`src/sv/otc_pkg.sv`:
```
`default_nettype none
package otc_pkg;

   localparam int KIND_COUNT = 51;
   localparam int KIND_BITS = 6;
   localparam int MAX_TOKEN = 7;
   localparam int LOOKAHEAD_DEF = 7;
   localparam int COUNT_BITS_DEF = 32;
   localparam int OUT_COUNT_BITS = 32;
   localparam int DISTINCT_BITS = 6;

   typedef enum logic [1:0] {
      MODE_CPP = 2'd0,
      MODE_JS  = 2'd1,
      MODE_PY  = 2'd2,
      MODE_NONE = 2'd3
   } mode_type;

   typedef enum logic [1:0] {
      ST_IDLE,
      ST_SCAN,
      ST_COUNT,
      ST_DONE
   } state_type;

   typedef struct packed {
      logic [2:0]  len;
      logic [55:0] text;
   } token_type;

   function automatic token_type kind_token(input logic [KIND_BITS-1:0] k);
      token_type t;
      t.text = '0;
      t.len = 3'd1;
      case (k)
         6'd0:  begin t.text = 56'("=="); t.len = 3'd2; end
         6'd1:  begin t.text = 56'("!="); t.len = 3'd2; end
         6'd2:  begin t.text = 56'("<="); t.len = 3'd2; end
         6'd3:  begin t.text = 56'(">="); t.len = 3'd2; end
         6'd4:  begin t.text = 56'("+="); t.len = 3'd2; end
         6'd5:  begin t.text = 56'("-="); t.len = 3'd2; end
         6'd6:  begin t.text = 56'("*="); t.len = 3'd2; end
         6'd7:  begin t.text = 56'("/="); t.len = 3'd2; end
         6'd8:  begin t.text = 56'("%="); t.len = 3'd2; end
         6'd9:  begin t.text = 56'("<<="); t.len = 3'd3; end
         6'd10: begin t.text = 56'(">>="); t.len = 3'd3; end
         6'd11: begin t.text = 56'("&="); t.len = 3'd2; end
         6'd12: begin t.text = 56'("^="); t.len = 3'd2; end
         6'd13: begin t.text = 56'("|="); t.len = 3'd2; end
         6'd14: begin t.text = 56'("++"); t.len = 3'd2; end
         6'd15: begin t.text = 56'("--"); t.len = 3'd2; end
         6'd16: begin t.text = 56'("&&"); t.len = 3'd2; end
         6'd17: begin t.text = 56'("||"); t.len = 3'd2; end
         6'd18: begin t.text = 56'("|"); t.len = 3'd1; end
         6'd19: begin t.text = 56'("<<"); t.len = 3'd2; end
         6'd20: begin t.text = 56'("("); t.len = 3'd1; end
         6'd21: begin t.text = 56'(")"); t.len = 3'd1; end
         6'd22: begin t.text = 56'(">>"); t.len = 3'd2; end
         6'd23: begin t.text = 56'("->"); t.len = 3'd2; end
         6'd24: begin t.text = 56'("="); t.len = 3'd1; end
         6'd25: begin t.text = 56'("-"); t.len = 3'd1; end
         6'd26: begin t.text = 56'("*"); t.len = 3'd1; end
         6'd27: begin t.text = 56'("/"); t.len = 3'd1; end
         6'd28: begin t.text = 56'("%"); t.len = 3'd1; end
         6'd29: begin t.text = 56'("<"); t.len = 3'd1; end
         6'd30: begin t.text = 56'(">"); t.len = 3'd1; end
         6'd31: begin t.text = 56'("&"); t.len = 3'd1; end
         6'd32: begin t.text = 56'("^"); t.len = 3'd1; end
         6'd33: begin t.text = 56'("{"); t.len = 3'd1; end
         6'd34: begin t.text = 56'("int"); t.len = 3'd3; end
         6'd35: begin t.text = 56'("char"); t.len = 3'd4; end
         6'd36: begin t.text = 56'("string"); t.len = 3'd6; end
         6'd37: begin t.text = 56'("bool"); t.len = 3'd4; end
         6'd38: begin t.text = 56'("float"); t.len = 3'd5; end
         6'd39: begin t.text = 56'("double"); t.len = 3'd6; end
         6'd40: begin t.text = 56'("if"); t.len = 3'd2; end
         6'd41: begin t.text = 56'("for"); t.len = 3'd3; end
         6'd42: begin t.text = 56'("do"); t.len = 3'd2; end
         6'd43: begin t.text = 56'("return"); t.len = 3'd6; end
         6'd44: begin t.text = 56'("~"); t.len = 3'd1; end
         6'd45: begin t.text = 56'("+"); t.len = 3'd1; end
         6'd46: begin t.text = 56'("!"); t.len = 3'd1; end
         6'd47: begin t.text = 56'("try"); t.len = 3'd3; end
         6'd48: begin t.text = 56'("catch"); t.len = 3'd5; end
         6'd49: begin t.text = 56'("while"); t.len = 3'd5; end
         6'd50: begin t.text = 56'("forEach"); t.len = 3'd7; end
         default: begin t.text = '0; t.len = 3'd1; end
      endcase
      return t;
   endfunction

   function automatic logic [KIND_BITS-1:0] order_count(input mode_type m);
      logic [KIND_BITS-1:0] n;
      unique case (m)
         MODE_CPP: n = 6'd47;
         MODE_JS:  n = 6'd44;
         MODE_PY:  n = 6'd43;
         default:  n = 6'd0;
      endcase
      return n;
   endfunction

   function automatic logic [KIND_BITS-1:0] order_kind(input mode_type m,
                                                       input logic [KIND_BITS-1:0] i);
      logic [KIND_BITS-1:0] k;
      k = i;
      if (i >= 6'd34) begin
         if (m == MODE_JS) begin
            case (i)
               6'd34: k = 6'd40;
               6'd35: k = 6'd41;
               6'd36: k = 6'd42;
               6'd37: k = 6'd47;
               6'd38: k = 6'd50;
               6'd39: k = 6'd48;
               6'd40: k = 6'd49;
               6'd41: k = 6'd43;
               6'd42: k = 6'd44;
               6'd43: k = 6'd46;
               default: k = i;
            endcase
         end else if (m == MODE_PY) begin
            case (i)
               6'd34: k = 6'd40;
               6'd35: k = 6'd41;
               6'd36: k = 6'd42;
               6'd37: k = 6'd47;
               6'd38: k = 6'd48;
               6'd39: k = 6'd49;
               6'd40: k = 6'd43;
               6'd41: k = 6'd44;
               6'd42: k = 6'd46;
               default: k = i;
            endcase
         end
      end
      return k;
   endfunction

endpackage
`default_nettype wire

```
`src/sv/operator_token_counter.sv`:
```
`default_nettype none
// Operator token counter. Byte words are taken while idle; once one fills the
// lookahead window, the front position is resolved by one shared matcher that
// tries one list alternative per cycle, through the alternatives of the selected
// language, and drops one byte if none of them matches. An end-of-text word
// resolves every remaining window position the same way, then counts the seen-kind
// bitmap one bit per cycle before the result word is offered. req_stall stays
// high while busy; a pending result blocks byte words only while a newer one waits.
module operator_token_counter #(
   parameter int LOOKAHEAD_BYTES = otc_pkg::LOOKAHEAD_DEF,
   parameter int COUNT_BITS = otc_pkg::COUNT_BITS_DEF
) (
   input  wire logic                                 clock,
   input  wire logic                                 reset,
   input  wire logic                                 csr_wr_en,
   input  wire logic [1:0]                           csr_wr_data,
   input  wire logic                                 req_valid,
   output logic                                      req_stall,
   input  wire logic [7:0]                           req_char_code,
   input  wire logic                                 req_end_of_text,
   output logic                                      rsp_valid,
   input  wire logic                                 rsp_stall,
   output logic [otc_pkg::OUT_COUNT_BITS-1:0]        rsp_occurrence_count,
   output logic [otc_pkg::DISTINCT_BITS-1:0]         rsp_distinct_count
);

   localparam int FILL_BITS = $clog2(LOOKAHEAD_BYTES + 1);
   localparam int IDX_BITS = $clog2(LOOKAHEAD_BYTES);
   localparam int KB = otc_pkg::KIND_BITS;

   otc_pkg::state_type state_ff, state_in;
   otc_pkg::mode_type  mode_ff;
   logic [7:0]            win_ff [LOOKAHEAD_BYTES];
   logic [7:0]            win_in [LOOKAHEAD_BYTES];
   logic [FILL_BITS-1:0]  fill_ff, fill_in;
   logic [COUNT_BITS-1:0] total_ff, total_in;
   logic [otc_pkg::KIND_COUNT-1:0] seen_ff, seen_in;
   logic [KB-1:0]         idx_ff, idx_in;
   logic                  flush_ff, flush_in;
   logic [otc_pkg::DISTINCT_BITS-1:0] dist_ff, dist_in;
   logic                  rsp_valid_ff;
   logic [otc_pkg::OUT_COUNT_BITS-1:0] rsp_occ_ff;
   logic [otc_pkg::DISTINCT_BITS-1:0]  rsp_dist_ff;

   logic [LOOKAHEAD_BYTES*8-1:0] win_flat;
   logic [KB-1:0] kind;
   logic [KB-1:0] n_alt;
   logic          hit;
   logic [2:0]    tok_len;
   logic [2:0]    drop;
   logic          do_drop;
   logic [FILL_BITS-1:0] fill_after;
   logic          accept;
   logic          load_rsp;
   logic          sat;

   always_comb begin
      for (int j = 0; j < LOOKAHEAD_BYTES; j++) begin
         win_flat[8*j +: 8] = win_ff[j];
      end
   end

   assign n_alt = otc_pkg::order_count(mode_ff);
   assign kind = otc_pkg::order_kind(mode_ff, idx_ff);

   otc_matcher #(
      .LOOKAHEAD_BYTES(LOOKAHEAD_BYTES),
      .FILL_BITS(FILL_BITS)
   ) u_matcher (
      .window(win_flat),
      .fill(fill_ff),
      .kind(kind),
      .hit(hit),
      .len(tok_len)
   );

   assign accept = req_valid && !req_stall;
   assign sat = 64'(total_ff) > 64'h0000_0000_FFFF_FFFF;

   always_comb begin
      state_in = state_ff;
      unique case (state_ff)
         otc_pkg::ST_IDLE: begin
            if (accept) begin
               if (req_end_of_text) begin
                  state_in = (fill_ff != '0) ? otc_pkg::ST_SCAN : otc_pkg::ST_COUNT;
               end else if (fill_ff == FILL_BITS'(LOOKAHEAD_BYTES - 1)) begin
                  state_in = otc_pkg::ST_SCAN;
               end
            end
         end
         otc_pkg::ST_SCAN: begin
            if (do_drop) begin
               if (flush_ff) begin
                  state_in = (fill_after != '0) ? otc_pkg::ST_SCAN : otc_pkg::ST_COUNT;
               end else begin
                  state_in = otc_pkg::ST_IDLE;
               end
            end
         end
         otc_pkg::ST_COUNT: begin
            if (idx_ff == KB'(otc_pkg::KIND_COUNT - 1)) begin
               state_in = otc_pkg::ST_DONE;
            end
         end
         otc_pkg::ST_DONE: begin
            if (!rsp_valid_ff || !rsp_stall) begin
               state_in = otc_pkg::ST_IDLE;
            end
         end
         default: state_in = otc_pkg::ST_IDLE;
      endcase
   end

   always_comb begin
      req_stall = (state_ff != otc_pkg::ST_IDLE);
      load_rsp = (state_ff == otc_pkg::ST_DONE) && (!rsp_valid_ff || !rsp_stall);
      do_drop = 1'b0;
      drop = 3'd1;
      if (state_ff == otc_pkg::ST_SCAN) begin
         if (idx_ff >= n_alt) begin
            do_drop = 1'b1;
         end else if (hit) begin
            do_drop = 1'b1;
            drop = tok_len;
         end
      end
      fill_after = fill_ff - FILL_BITS'(drop);
   end

   always_comb begin
      win_in = win_ff;
      fill_in = fill_ff;
      total_in = total_ff;
      seen_in = seen_ff;
      idx_in = idx_ff;
      flush_in = flush_ff;
      dist_in = dist_ff;
      unique case (state_ff)
         otc_pkg::ST_IDLE: begin
            idx_in = '0;
            dist_in = '0;
            if (accept) begin
               flush_in = req_end_of_text;
               if (!req_end_of_text) begin
                  win_in[fill_ff[IDX_BITS-1:0]] = req_char_code;
                  fill_in = fill_ff + FILL_BITS'(1);
               end
            end
         end
         otc_pkg::ST_SCAN: begin
            if (do_drop) begin
               idx_in = '0;
               fill_in = fill_after;
               for (int j = 0; j < LOOKAHEAD_BYTES; j++) begin
                  for (int d = 1; d <= otc_pkg::MAX_TOKEN; d++) begin
                     if (j + d < LOOKAHEAD_BYTES && drop == 3'(d)) begin
                        win_in[j] = win_ff[j + d];
                     end
                  end
               end
               if (idx_ff < n_alt) begin
                  if (total_ff != '1) begin
                     total_in = total_ff + COUNT_BITS'(1);
                  end
                  seen_in[kind] = 1'b1;
               end
            end else begin
               idx_in = idx_ff + KB'(1);
            end
         end
         otc_pkg::ST_COUNT: begin
            dist_in = dist_ff + otc_pkg::DISTINCT_BITS'(seen_ff[idx_ff]);
            idx_in = idx_ff + KB'(1);
         end
         otc_pkg::ST_DONE: begin
            if (load_rsp) begin
               fill_in = '0;
               total_in = '0;
               seen_in = '0;
            end
         end
         default: ;
      endcase
   end

   always_ff @(posedge clock) begin
      if (reset) begin
         state_ff <= otc_pkg::ST_IDLE;
         mode_ff <= otc_pkg::MODE_CPP;
         fill_ff <= '0;
         total_ff <= '0;
         seen_ff <= '0;
         idx_ff <= '0;
         flush_ff <= 1'b0;
         dist_ff <= '0;
         rsp_valid_ff <= 1'b0;
      end else begin
         state_ff <= state_in;
         fill_ff <= fill_in;
         total_ff <= total_in;
         seen_ff <= seen_in;
         idx_ff <= idx_in;
         flush_ff <= flush_in;
         dist_ff <= dist_in;
         if (csr_wr_en) begin
            mode_ff <= otc_pkg::mode_type'(csr_wr_data);
         end
         if (load_rsp) begin
            rsp_valid_ff <= 1'b1;
         end else if (!rsp_stall) begin
            rsp_valid_ff <= 1'b0;
         end
      end
   end

   always_ff @(posedge clock) begin
      win_ff <= win_in;
      if (load_rsp) begin
         rsp_occ_ff <= sat ? '1 : otc_pkg::OUT_COUNT_BITS'(total_ff);
         rsp_dist_ff <= dist_ff;
      end
   end

   assign rsp_valid = rsp_valid_ff;
   assign rsp_occurrence_count = rsp_occ_ff;
   assign rsp_distinct_count = rsp_dist_ff;

endmodule
`default_nettype wire

```
`src/sv/otc_matcher.sv`:
```
`default_nettype none
module otc_matcher #(
   parameter int LOOKAHEAD_BYTES = otc_pkg::LOOKAHEAD_DEF,
   parameter int FILL_BITS = $clog2(LOOKAHEAD_BYTES + 1)
) (
   input  wire logic [LOOKAHEAD_BYTES*8-1:0]   window,
   input  wire logic [FILL_BITS-1:0]           fill,
   input  wire logic [otc_pkg::KIND_BITS-1:0]  kind,
   output logic                                hit,
   output logic [2:0]                          len
);

   otc_pkg::token_type tok;
   logic [55:0] shifted;

   always_comb begin
      tok = otc_pkg::kind_token(kind);
      len = tok.len;
      hit = (FILL_BITS'(tok.len) <= fill);
      shifted = '0;
      for (int p = 0; p < otc_pkg::MAX_TOKEN; p++) begin
         if (3'(p) < tok.len) begin
            shifted = tok.text >> (6'(tok.len - 3'(p) - 3'd1) * 6'd8);
            if (window[8*p +: 8] != shifted[7:0]) begin
               hit = 1'b0;
            end
         end
      end
   end

endmodule
`default_nettype wire
```
`config.mk`:
```
export PLATFORM = sky130hd
export DESIGN_NAME = operator_token_counter
export DESIGN_NICKNAME = d
export VERILOG_FILES = /design/src/sv/otc_pkg.sv /design/src/sv/operator_token_counter.sv /design/src/sv/otc_matcher.sv
export SDC_FILE = /design/constraint.sdc
export NUM_CORES = 1
export LEC_CHECK = 0
export BUFFER_PORTS_ARGS = -buffer_cell sky130_fd_sc_hd__buf_2
export CAP_MARGIN = 20
export CORE_UTILIZATION = 35
export DETAILED_ROUTE_END_ITERATION = 8
export SYNTH_ARGS = -nofsm -noshare
export SYNTH_HDL_FRONTEND = slang
export SYNTH_HIERARCHICAL = 1
export SYNTH_SLANG_ARGS = --single-unit
```
`constraint.sdc`:
```
create_clock -name clock -period 11.9 [get_ports clock]
set_clock_uncertainty 0.1 [all_clocks]
set_input_delay 0.595 -clock clock [delete_from_list [all_inputs] [get_ports clock]]
set_output_delay 0.595 -clock clock [all_outputs]
set_load 0.005 [all_outputs]
```
* After elaboration in Yosys (flattened, before gate mapping) *
Memory sizes are Yosys's and may differ from the RTL's.
Index checks and enable logic that the tools add are counted.

word-level totals
  flip-flop bits (word level) = 198
  bits in read-only memories = 3,136
  input bits = 16
  word-level logic and storage cells = 226
  memories = 1

memories
  name              words  width  rd ports  clocked after Yosys merged registers in  wr ports  line           source
  (name not given)  64     49     1         0                                        0         otc_pkg.sv:35  case (k)

operators by class
  $add $sub $neg = 17
  order comparisons = 16
  equality and inequality tests = 47
  shift-type cells = 7
  muxes and demuxes = 87
  bitwise logic cells = 3
  reduce and logical (&&, ||, !) cells = 30

operators by type and width
  kind                                              number
  >> shifter 56 x 6 -> 8 bit                        7
  two-way mux 8 bit                                 22
  two-way mux 51 bit                                3
  two-way mux 32 bit                                4
  two-way mux 56 bit                                2
  case mux 51 bit (2 select lines)                  1
  case mux 48 bit (2 select lines)                  1
  == test 6 bit, second input constant              11
  case mux 32 bit (2 select lines)                  1
  case mux 6 bit (10 select lines)                  1
  bitwise mux 56 bit                                1
  != test 8 bit                                     7
  case mux 6 bit (9 select lines)                   1
  OR 51 bit                                         1
  two-way mux 48 bit                                1
  AND reduction 5 bit                               9
  case mux 6 bit (3 select lines)                   2
  adder 32 x 1 -> 32 bit, second input constant     1
  != test 32 bit, second input constant             1
  demux 8 bit (select 3 bit)                        1
  two-way mux 6 bit                                 4
  two-way mux 1 bit                                 21
  two-way mux 3 bit                                 7
  subtractor 3 x 1 -> 3 bit, second input constant  7
  other kinds (47)                                  90

* Depth between registers and ports, before layout *
Gate-level depths: netlist of the first run.
An unclocked memory read counts as a cell.

  word-level depth = 35
  mapped depth = 45
  depth with buffers taken out = 33

* Modules after synthesis *
The synthesis of the first run kept the hierarchy.

modules (own cells, without submodules)
  module                  instances  cells an instance  area an instance (µm²)
  operator_token_counter  1          989                10,171.0
  otc_matcher             1          728                4,964.8

* Worst setup path before layout of the first run *
No wires, ideal clock.

  path type = register -> register
  from = reg idx_ff[0]
  to = reg state_ff[1]
  library setup time = 0.078 ns
  arrival time = 9.896 ns
  path slack = 1.826 ns
  stages on the path, launching flop included = 46
  cells stage by stage = dfxtp_1 > clkbuf_1 > clkbuf_1 > inv_1 > ha_1 > clkbuf_1 > nor4b_1 > nor2_1 > and4_1 > clkbuf_1 > a21oi_1 > nand2_1 > inv_1 > buf_2 > buf_1 > inv_1 > ha_1 > a22oi_1 > (+10 left out) > clkbuf_1 > nand2_1 > o2bb2ai_1 > a31oi_1 > xnor2_1 > o41ai_1 > o211ai_1 > nor4_2 > o211ai_1 > buf_2 > or2_2 > ha_1 > fa_1 > xor2_1 > xnor2_1 > a41oi_1 > o211a_1 > nor3_1

between the ends
  cells in the longest elaborated chain, start to end = 32

RTL lines
  element                          line                            source
  from (decl)                      operator_token_counter.sv:38    logic [KB-1:0] idx_ff, idx_in;
  from (signal assigned)           operator_token_counter.sv:203   idx_ff <= idx_in;
  == test 6 bit                    otc_pkg.sv:109, otc_pkg.sv:123
  case mux 6 bit (9 select lines)  otc_pkg.sv:123                  case (i)
  two-way mux 6 bit                otc_pkg.sv:122                  end else if (m == MODE_PY) begin
  two-way mux 6 bit                otc_pkg.sv:108                  if (m == MODE_JS) begin
  two-way mux 6 bit (*)            otc_pkg.sv:107                  if (i >= 6'd34) begin
  via kind[0]                      operator_token_counter.sv:46    logic [KB-1:0] kind;
  memory (64 x 49 bit) (*)         -
  via tok_len[0]                   operator_token_counter.sv:49    logic [2:0] tok_len;
  (+17 left out)                   -
  via hit                          operator_token_counter.sv:48    logic hit;
  (+1 left out)                    -
  two-way mux 3 bit                operator_token_counter.sv:121   if (idx_ff >= n_alt) begin
  two-way mux 3 bit                operator_token_counter.sv:120   if (state_ff == otc_pkg::ST_SCAN) begin
  subtractor 3 bit                 operator_token_counter.sv:128   fill_after = fill_ff - FILL_BITS'(drop);
  nonzero test 3 bit               operator_token_counter.sv:95    state_in = (fill_after != '0) ? otc_pkg::ST_SCAN : otc_pkg::ST_COUNT;
  two-way mux 2 bit                operator_token_counter.sv:95
  two-way mux 2 bit                operator_token_counter.sv:94    if (flush_ff) begin
  two-way mux 2 bit                operator_token_counter.sv:93    if (do_drop) begin
  case mux 2 bit (4 select lines)  operator_token_counter.sv:82    unique case (state_ff)
  to (signal assigned)             operator_token_counter.sv:189   state_ff <= otc_pkg::ST_IDLE;
  to (signal assigned)             operator_token_counter.sv:199   state_ff <= state_in;
  to (decl)                        operator_token_counter.sv:31    otc_pkg::state_type state_ff, state_in;

Mark *: on every way through the listed nets, which the timed path passes. The select of a mux whose other input is x is not followed.
A chain may end at the register's enable or synchronous reset.

* Final worst setup path of the first run *
Ends and elaborated chain as after synthesis.

==> run_results.csv, run 1 <==
group,metric,value,unit
outcome,status,"finished clean",
placement,place_hpwl,35900,µm
critical_path,crit_family,"compound AO/OA/AOI/OAI gates",
final_layout,syn_to_final_growth,8.18,%
critical_path,r2r_end,"state_ff[1]",
critical_path,path_class,"reg -> reg",
drt,vias_per_cell,6.29,
synthesis,synthTopCellsByCount,"136 x nor2_1, 116 x nand2_1, 104 x dfxtp_1",
drt,ant_nets,0,
synthesis,yosysWarnings,6,
critical_path,cp.arrival,11.24,ns
critical_path,path_buf_inv,6,
power,powerDensity,111,mW/mm²
power,p_leak,0.00537,µW
synthesis,syn-instance-count,1717,
grt,grt_pass1_wl,77100,µm
synthesis,ys_types,109,
synthesis,yosysMostFrequentCell,"nor2_1",
clock_network,hold_buffers,0,
critical_path,critPathMaxFanout,40,
sta,fin_ws,0.949,ns
clock_network,cts.path.max_buffers,2,
worst_hold_path,min_from,"req_char_code[3]",
synthesis,async_flop_share,0,%
grt,grt_max_degree,74,
critical_path,r2r_cells,33,
critical_path,crit_path_end_kind,"register",
drt,wl_per_cell,21.9,µm
synthesis,yosys.area.top_type_share,18.6,%
synthesis,synth_ff_type,"dfxtp_1",
drt,dr_total_vias,14300,
sta,hold_ws,0.280,ns
final_layout,drive_gt1_share,11.7,%
synthesis,syn_area_per_cell,8.82,µm²
sta,drv_slew,0,
grt,grt-ovfl-total,0,
die,rows,75,
sta,worst-slew-pin-transition,1.14,ns
final_layout,fin_nets,1735,
run,drv_cap,0,
synthesis,synth-edff-count,94,
critical_path,crit_path_max_incr_delay,0.87,ns
worst_hold_path,hold_path_class,"in -> reg",
drt,drt_pass1_iterations,6,
critical_path,path_common_cell,"ha_1",
clock_network,cts.clk_slew.worst_paths,0.08,ns
synthesis,syn_area,0.0151,mm²
clock_network,numCtsBuffers,17,
clock_network,ctsRootBufferMaster,"clkbuf_16",
die,fp.dieW,210,µm
grt,grt.total_usage,22.3,%
die,start_util,35.8,%
critical_path,cp_slowest_cell,"xnor2_1",
drt,drt_iter0_drc,1660,
clock_network,cts-htree-levels,4,
sta,fmax,0.0913,GHz
power,peakVddDrop,0.000103,V
sta,fin_crit,10.95,ns
clock_network,cts_tree,"done",
die,ios,56,
placement,preCtsSetupSlack,1.19,ns
placement,numPortBuffers,55,
drt,wl,49700,µm
critical_path,start_kind,"register",
worst_hold_path,hold_path_depth,1,
critical_path,r2r_slack,0.95,ns
synthesis,synth_top_cell_by_area,"edfxtp_1",
sta,hold_viol,0,
synthesis,synth_area_leaders,"edfxtp_1 19%, dfxtp_1 14%, nor2_1 3.4%",
critical_path,required,12.19,ns
sta,finalCritPeriodShare,92.0,%
worst_hold_path,hold_end,"win_ff[3]",
placement,globalplace.congestion,0.959,
sta,final-setup-viol-count,0,
synthesis,syn-num-nets,1774,
die,die_height,210,µm
sta,tns,0,ns
clock_network,postCtsSetupRepairBufs,0,
drt,drc,0,
sta,max-slew-margin-rel,23.9,%
clock_network,numClockSinks,198,
final_layout,fin_util,38.7,%
sta,rsz0062_at_grt,"no",
grt,grt_antenna_before_repair,0,
clock_network,clk_latency,0.47,ns
synthesis,seq_area_frac_synth,32.4,%
grt,grt_pass1_vias,12900,
die,coreArea,0.0423,mm²
clock_network,cts_resized,0,
synthesis,synth-seq-cells,198,
die,die_area,0.0441,mm²
critical_path,r2r-start,"idx_ff[0]",
cell usage in the layout (no fill, tap or decap), types with 14 or more instances in the layout:
cell,instances
a211oi_1,19
a21oi_1,88
a22o_1,21
a31oi_1,24
a32o_1,35
a32oi_1,16
buf_2,55
buf_4,31
clkbuf_16,17
dfxtp_1,103
edfxtp_1,94
ha_1,40
inv_1,30
mux2i_1,43
mux4_2,17
nand2_1,116
nand2b_1,37
nand3_1,56
nand3b_1,28
nand4_1,15
nor2_1,135
nor2b_1,26
nor3_1,44
nor4_1,18
o211ai_1,25
o21ai_0,97
o221ai_1,14
o22ai_1,36
or3_1,17
xnor2_1,47
xor2_1,23
worst reg2reg max path, delay by kind of cell, from the launching register on:
kind | cells | cell delay (ns)
flip-flops | 1 | 0.31
adder cells (fa/ha/maj) | 5 | 1.99
AO/OA/AOI/OAI | 10 | 2.88
XOR/XNOR | 3 | 1.26
buffers and inverters | 6 | 1.85
AND/OR/NAND/NOR | 9 | 2.49
cells by family (layout without fill, tap and decap cells):
family,count (synthesis),after routing,synth area share (%)
AOI/OAI and AO/OA,563,563,27.1
xor gates and xnor gates,71,71,4.16
adders and majority gates,41,41,3.44
buffers and inverters,182,156,5.48
DFF,198,198,32.4
muxes,65,65,5.75
other,0,1,0
and+or+nand+nor,597,597,21.6
worst max path at each step:
stage	cells after the start	endpoint	startpoint	slack [ns]
global placement	35	state_ff[1]	idx_ff[0]	1.63
finish	33	state_ff[1]	idx_ff[0]	0.95
CTS	33	state_ff[1]	idx_ff[0]	1.10
detailed placement	35	state_ff[1]	idx_ff[0]	1.19
global route	33	state_ff[1]	idx_ff[0]	0.04
floorplan	45	state_ff[1]	idx_ff[0]	1.83
final cells by class:
| class | instances | area [µm²] |
|---|---|---|
| clock inverters | 15 | 193 |
| well taps | 577 | 722 |
| repair buffers | 88 | 536 |
| flip-flops and latches | 198 | 4910 |
| clock buffers | 17 | 425 |
| diodes | 1 | 2.50 |
| fillers | 4213 | 25900 |
| inverters | 36 | 140 |
| multi-input cells | 1337 | 9450 |
power breakdown:
part	internal (µW)	switching [µW]	leakage, µW
combinational	145	270	0.00333
clock	291	312	0.000297
sequential	761	43.2	0.00174
total	1200	625	0.00537
through the flow:
stage	area (µm²)	std cells	total power, µW
finish	16400	2269	1820
global route	16400	2268	1910
CTS	16300	2265	1830
detailed placement	15700	2233	1230
global placement	15700	2233	1220
floorplan	15100	1717	1090
registers in the layout, indices dropped and copies added (netlist names):
name / cells
idx_ff: 6
rsp_occurrence_count: 32
state_ff: 2
win_ff: 56
flush_ff: 1
rsp_distinct_count: 6
seen_ff: 51
mode_ff: 2
total_ff: 32
dist_ff: 6
fill_ff: 3
rsp_valid: 1
layer usage:
metal	up-vias	part of all wire [%]	global-route usage (%)
met5	-	0	0
met4	0	3.0	8.23
met3	93	8.3	3.83
met2	688	43	32.5
met1	6903	45	32.6
li1	6578	-	-
Power figures use the tool's default switching activity.
==> run 2, diff against run 1 <==
Settings changed: CORE_ASPECT_RATIO set to 0.7.
==> run 2 against run 1 <==
Against the previous run:
- fmax fell by 1.5%
- first-iteration DRC count rose by 25%
- sequential power is 1% higher
- clock power rose by 4.0%
- core utilization about the same
- sequential share of layout area down 0.091 points
- power increased by 2.3%
- final area is 0.31% higher
- routed wire length grew 8.3%
- critical path type unchanged
==> run_results.csv, run 2 (synthesis gave the netlist of run 1 again) <==
group,metric,value,unit
outcome,status,"finished clean",
critical_path,r2r-start,"idx_ff[1]",
drt,drt_pass1_iterations,6,
final_layout,reg_top3,"win_ff (56), seen_ff (51)",
worst_hold_path,hold_path_class,"in -> reg",
die,die_area,0.0441,mm²
critical_path,crit_start,"idx_ff[1]",
critical_path,path_class,"reg -> reg",
clock_network,hold_buffers,0,
run,drv_cap,0,
drt,wl,53800,µm
placement,place_inst,2213,
sta,worst-slew-pin-transition,1.17,ns
critical_path,critPathMaxFanout,37,
power,switching_share,34.4,%
final_layout,design_area,0.0164,mm²
placement,dpl_cell_area,0.0157,mm²
power,intPower,1220,µW
sta,drv_slew,0,
critical_path,crit_path_end_kind,"register",
final_layout,largest_reg_flops,56,
clock_network,ctsRootBufferMaster,"clkbuf_16",
power,seqPwrFrac,43.8,%
critical_path,cp.arrival,11.40,ns
grt,grt_pass1_vias,12900,
critical_path,cp_slowest_cell,"xnor2_1",
clock_network,cts_tree,"done",
grt,grt_max_degree,82,
clock_network,cts_resized,0,
clock_network,postCtsSetupRepairBufs,0,
critical_path,required,12.18,ns
clock_network,clk_latency,0.46,ns
grt,grt-ovfl-total,0,
clock_network,cts.path.max_buffers,2,
final_layout,syn_to_final_growth,8.51,%
die,coreArea,0.0425,mm²
sta,fin_crit,11.12,ns
critical_path,crit_family,"compound AO/OA/AOI/OAI gates",
critical_path,start_kind,"register",
critical_path,crit_path_max_incr_delay,0.84,ns
power,powerDensity,114,mW/mm²
placement,place_hpwl,39300,µm
clock_network,numCtsBuffers,17,
placement,globalplace.congestion,0.991,
sta,finalCritPeriodShare,93.4,%
die,start_util,35.6,%
final_layout,regMostFlops,"win_ff",
power,p_leak,0.00542,µW
drt,drc,0,
grt,grt.total_usage,23.8,%
clock_network,numClockSinks,198,
grt,grt_antenna_before_repair,0,
critical_path,path_buf_inv,6,
worst_hold_path,min_from,"csr_wr_data[0]",
critical_path,r2r_end,"state_ff[1]",
sta,hold_viol,0,
drt,drt_iter0_drc,2081,
power,clkPwrFrac,33.6,%
critical_path,path_common_cell,"ha_1",
final_layout,mostFrequentLayoutCells,"135 x nor2_1, 116 x nand2_1, 103 x dfxtp_1",
critical_path,r2r_cells,33,
final_layout,fin_nets,1740,
die,ios,56,
power,switchingPower,641,µW
sta,max-slew-margin-rel,21.4,%
critical_path,r2r_slack,0.78,ns
die,rows,63,
power,p_comb_share,22.6,%
grt,grt_pass1_wl,81300,µm
sta,rsz0062_at_grt,"no",
final_layout,finalNonFillerCells,2248,
worst_hold_path,hold_end,"mode_ff[0]",
drt,vias_per_cell,6.52,
sta,final-setup-viol-count,0,
clock_network,cts.clk_slew.worst_paths,0.08,ns
placement,numPortBuffers,55,
worst_hold_path,hold_path_depth,3,
final_layout,layout.cells.most_common,"nor2_1",
sta,fmax,0.0899,GHz
drt,ant_nets,0,
power,peakVddDrop,0.0000971,V
clock_network,cts-htree-levels,4,
final_layout,drive_gt1_share,12.0,%
final_layout,diodes,0,
drt,dr_total_vias,14700,
sta,tns,0,ns
drt,wl_per_cell,23.9,µm
die,die_height,176,µm
die,fp.dieW,251,µm
==> run 2: power groups by stage <==
stage / combinational [µW] / sequential [µW] / clock, µW
after floorplan: 289 / 800 / 0
after detailed placement: 412 / 827 / 0
final: 422 / 816 / 626
after CTS: 414 / 811 / 639
after global placement: 405 / 827 / 0
after global routing: 462 / 818 / 658
==> run 2: cell type report <==
cell class | instances | area [µm²]
clock buffers | 17 | 425
clock inverters | 15 | 213
fillers | 4198 | 26100
inverters | 36 | 140
multi-input cells | 1337 | 9450
flip-flops and latches | 198 | 4910
well taps | 552 | 691
repair buffers | 93 | 601
==> run 2: worst max-delay path by stage <==
stage	slack (ns)	depth (start not counted)	endpoint
floorplan	1.83	45	state_ff[1]
global placement	1.41	31	state_ff[1]
detailed placement	1.13	30	total_ff[28]
CTS	1.06	33	state_ff[1]
global route	0.12	33	state_ff[1]
finish	0.78	33	state_ff[1]
==> run 2: tightest hold or removal path: stages <==
cell and delay, ns:
buf_2 0.08, mux2i_1 0.05, nor2_1 0.07
==> run 2: per-stage QoR <==
step	hold WS, ns	worst slack [ns]	total power [µW]	utilization (%)
finish	0.273	0.782	1860	38.7
global route	0.286	0.119	1940	38.7
CTS	0.263	1.06	1860	38.6
detailed placement	0.350	1.13	1240	37.1
global placement	0.339	1.41	1230	37.0
floorplan	0.306	1.83	1090	-
==> run 2: routing by layer <==
layer | track usage, % | vias to the layer above | wire [µm]
met3 | 5.03 | 75 | 6010
met5 | 0 | - | 0
met4 | 4.91 | 0 | 744
met2 | 31.6 | 806 | 21200
met1 | 38.1 | 7189 | 25800
li1 | - | 6585 | -
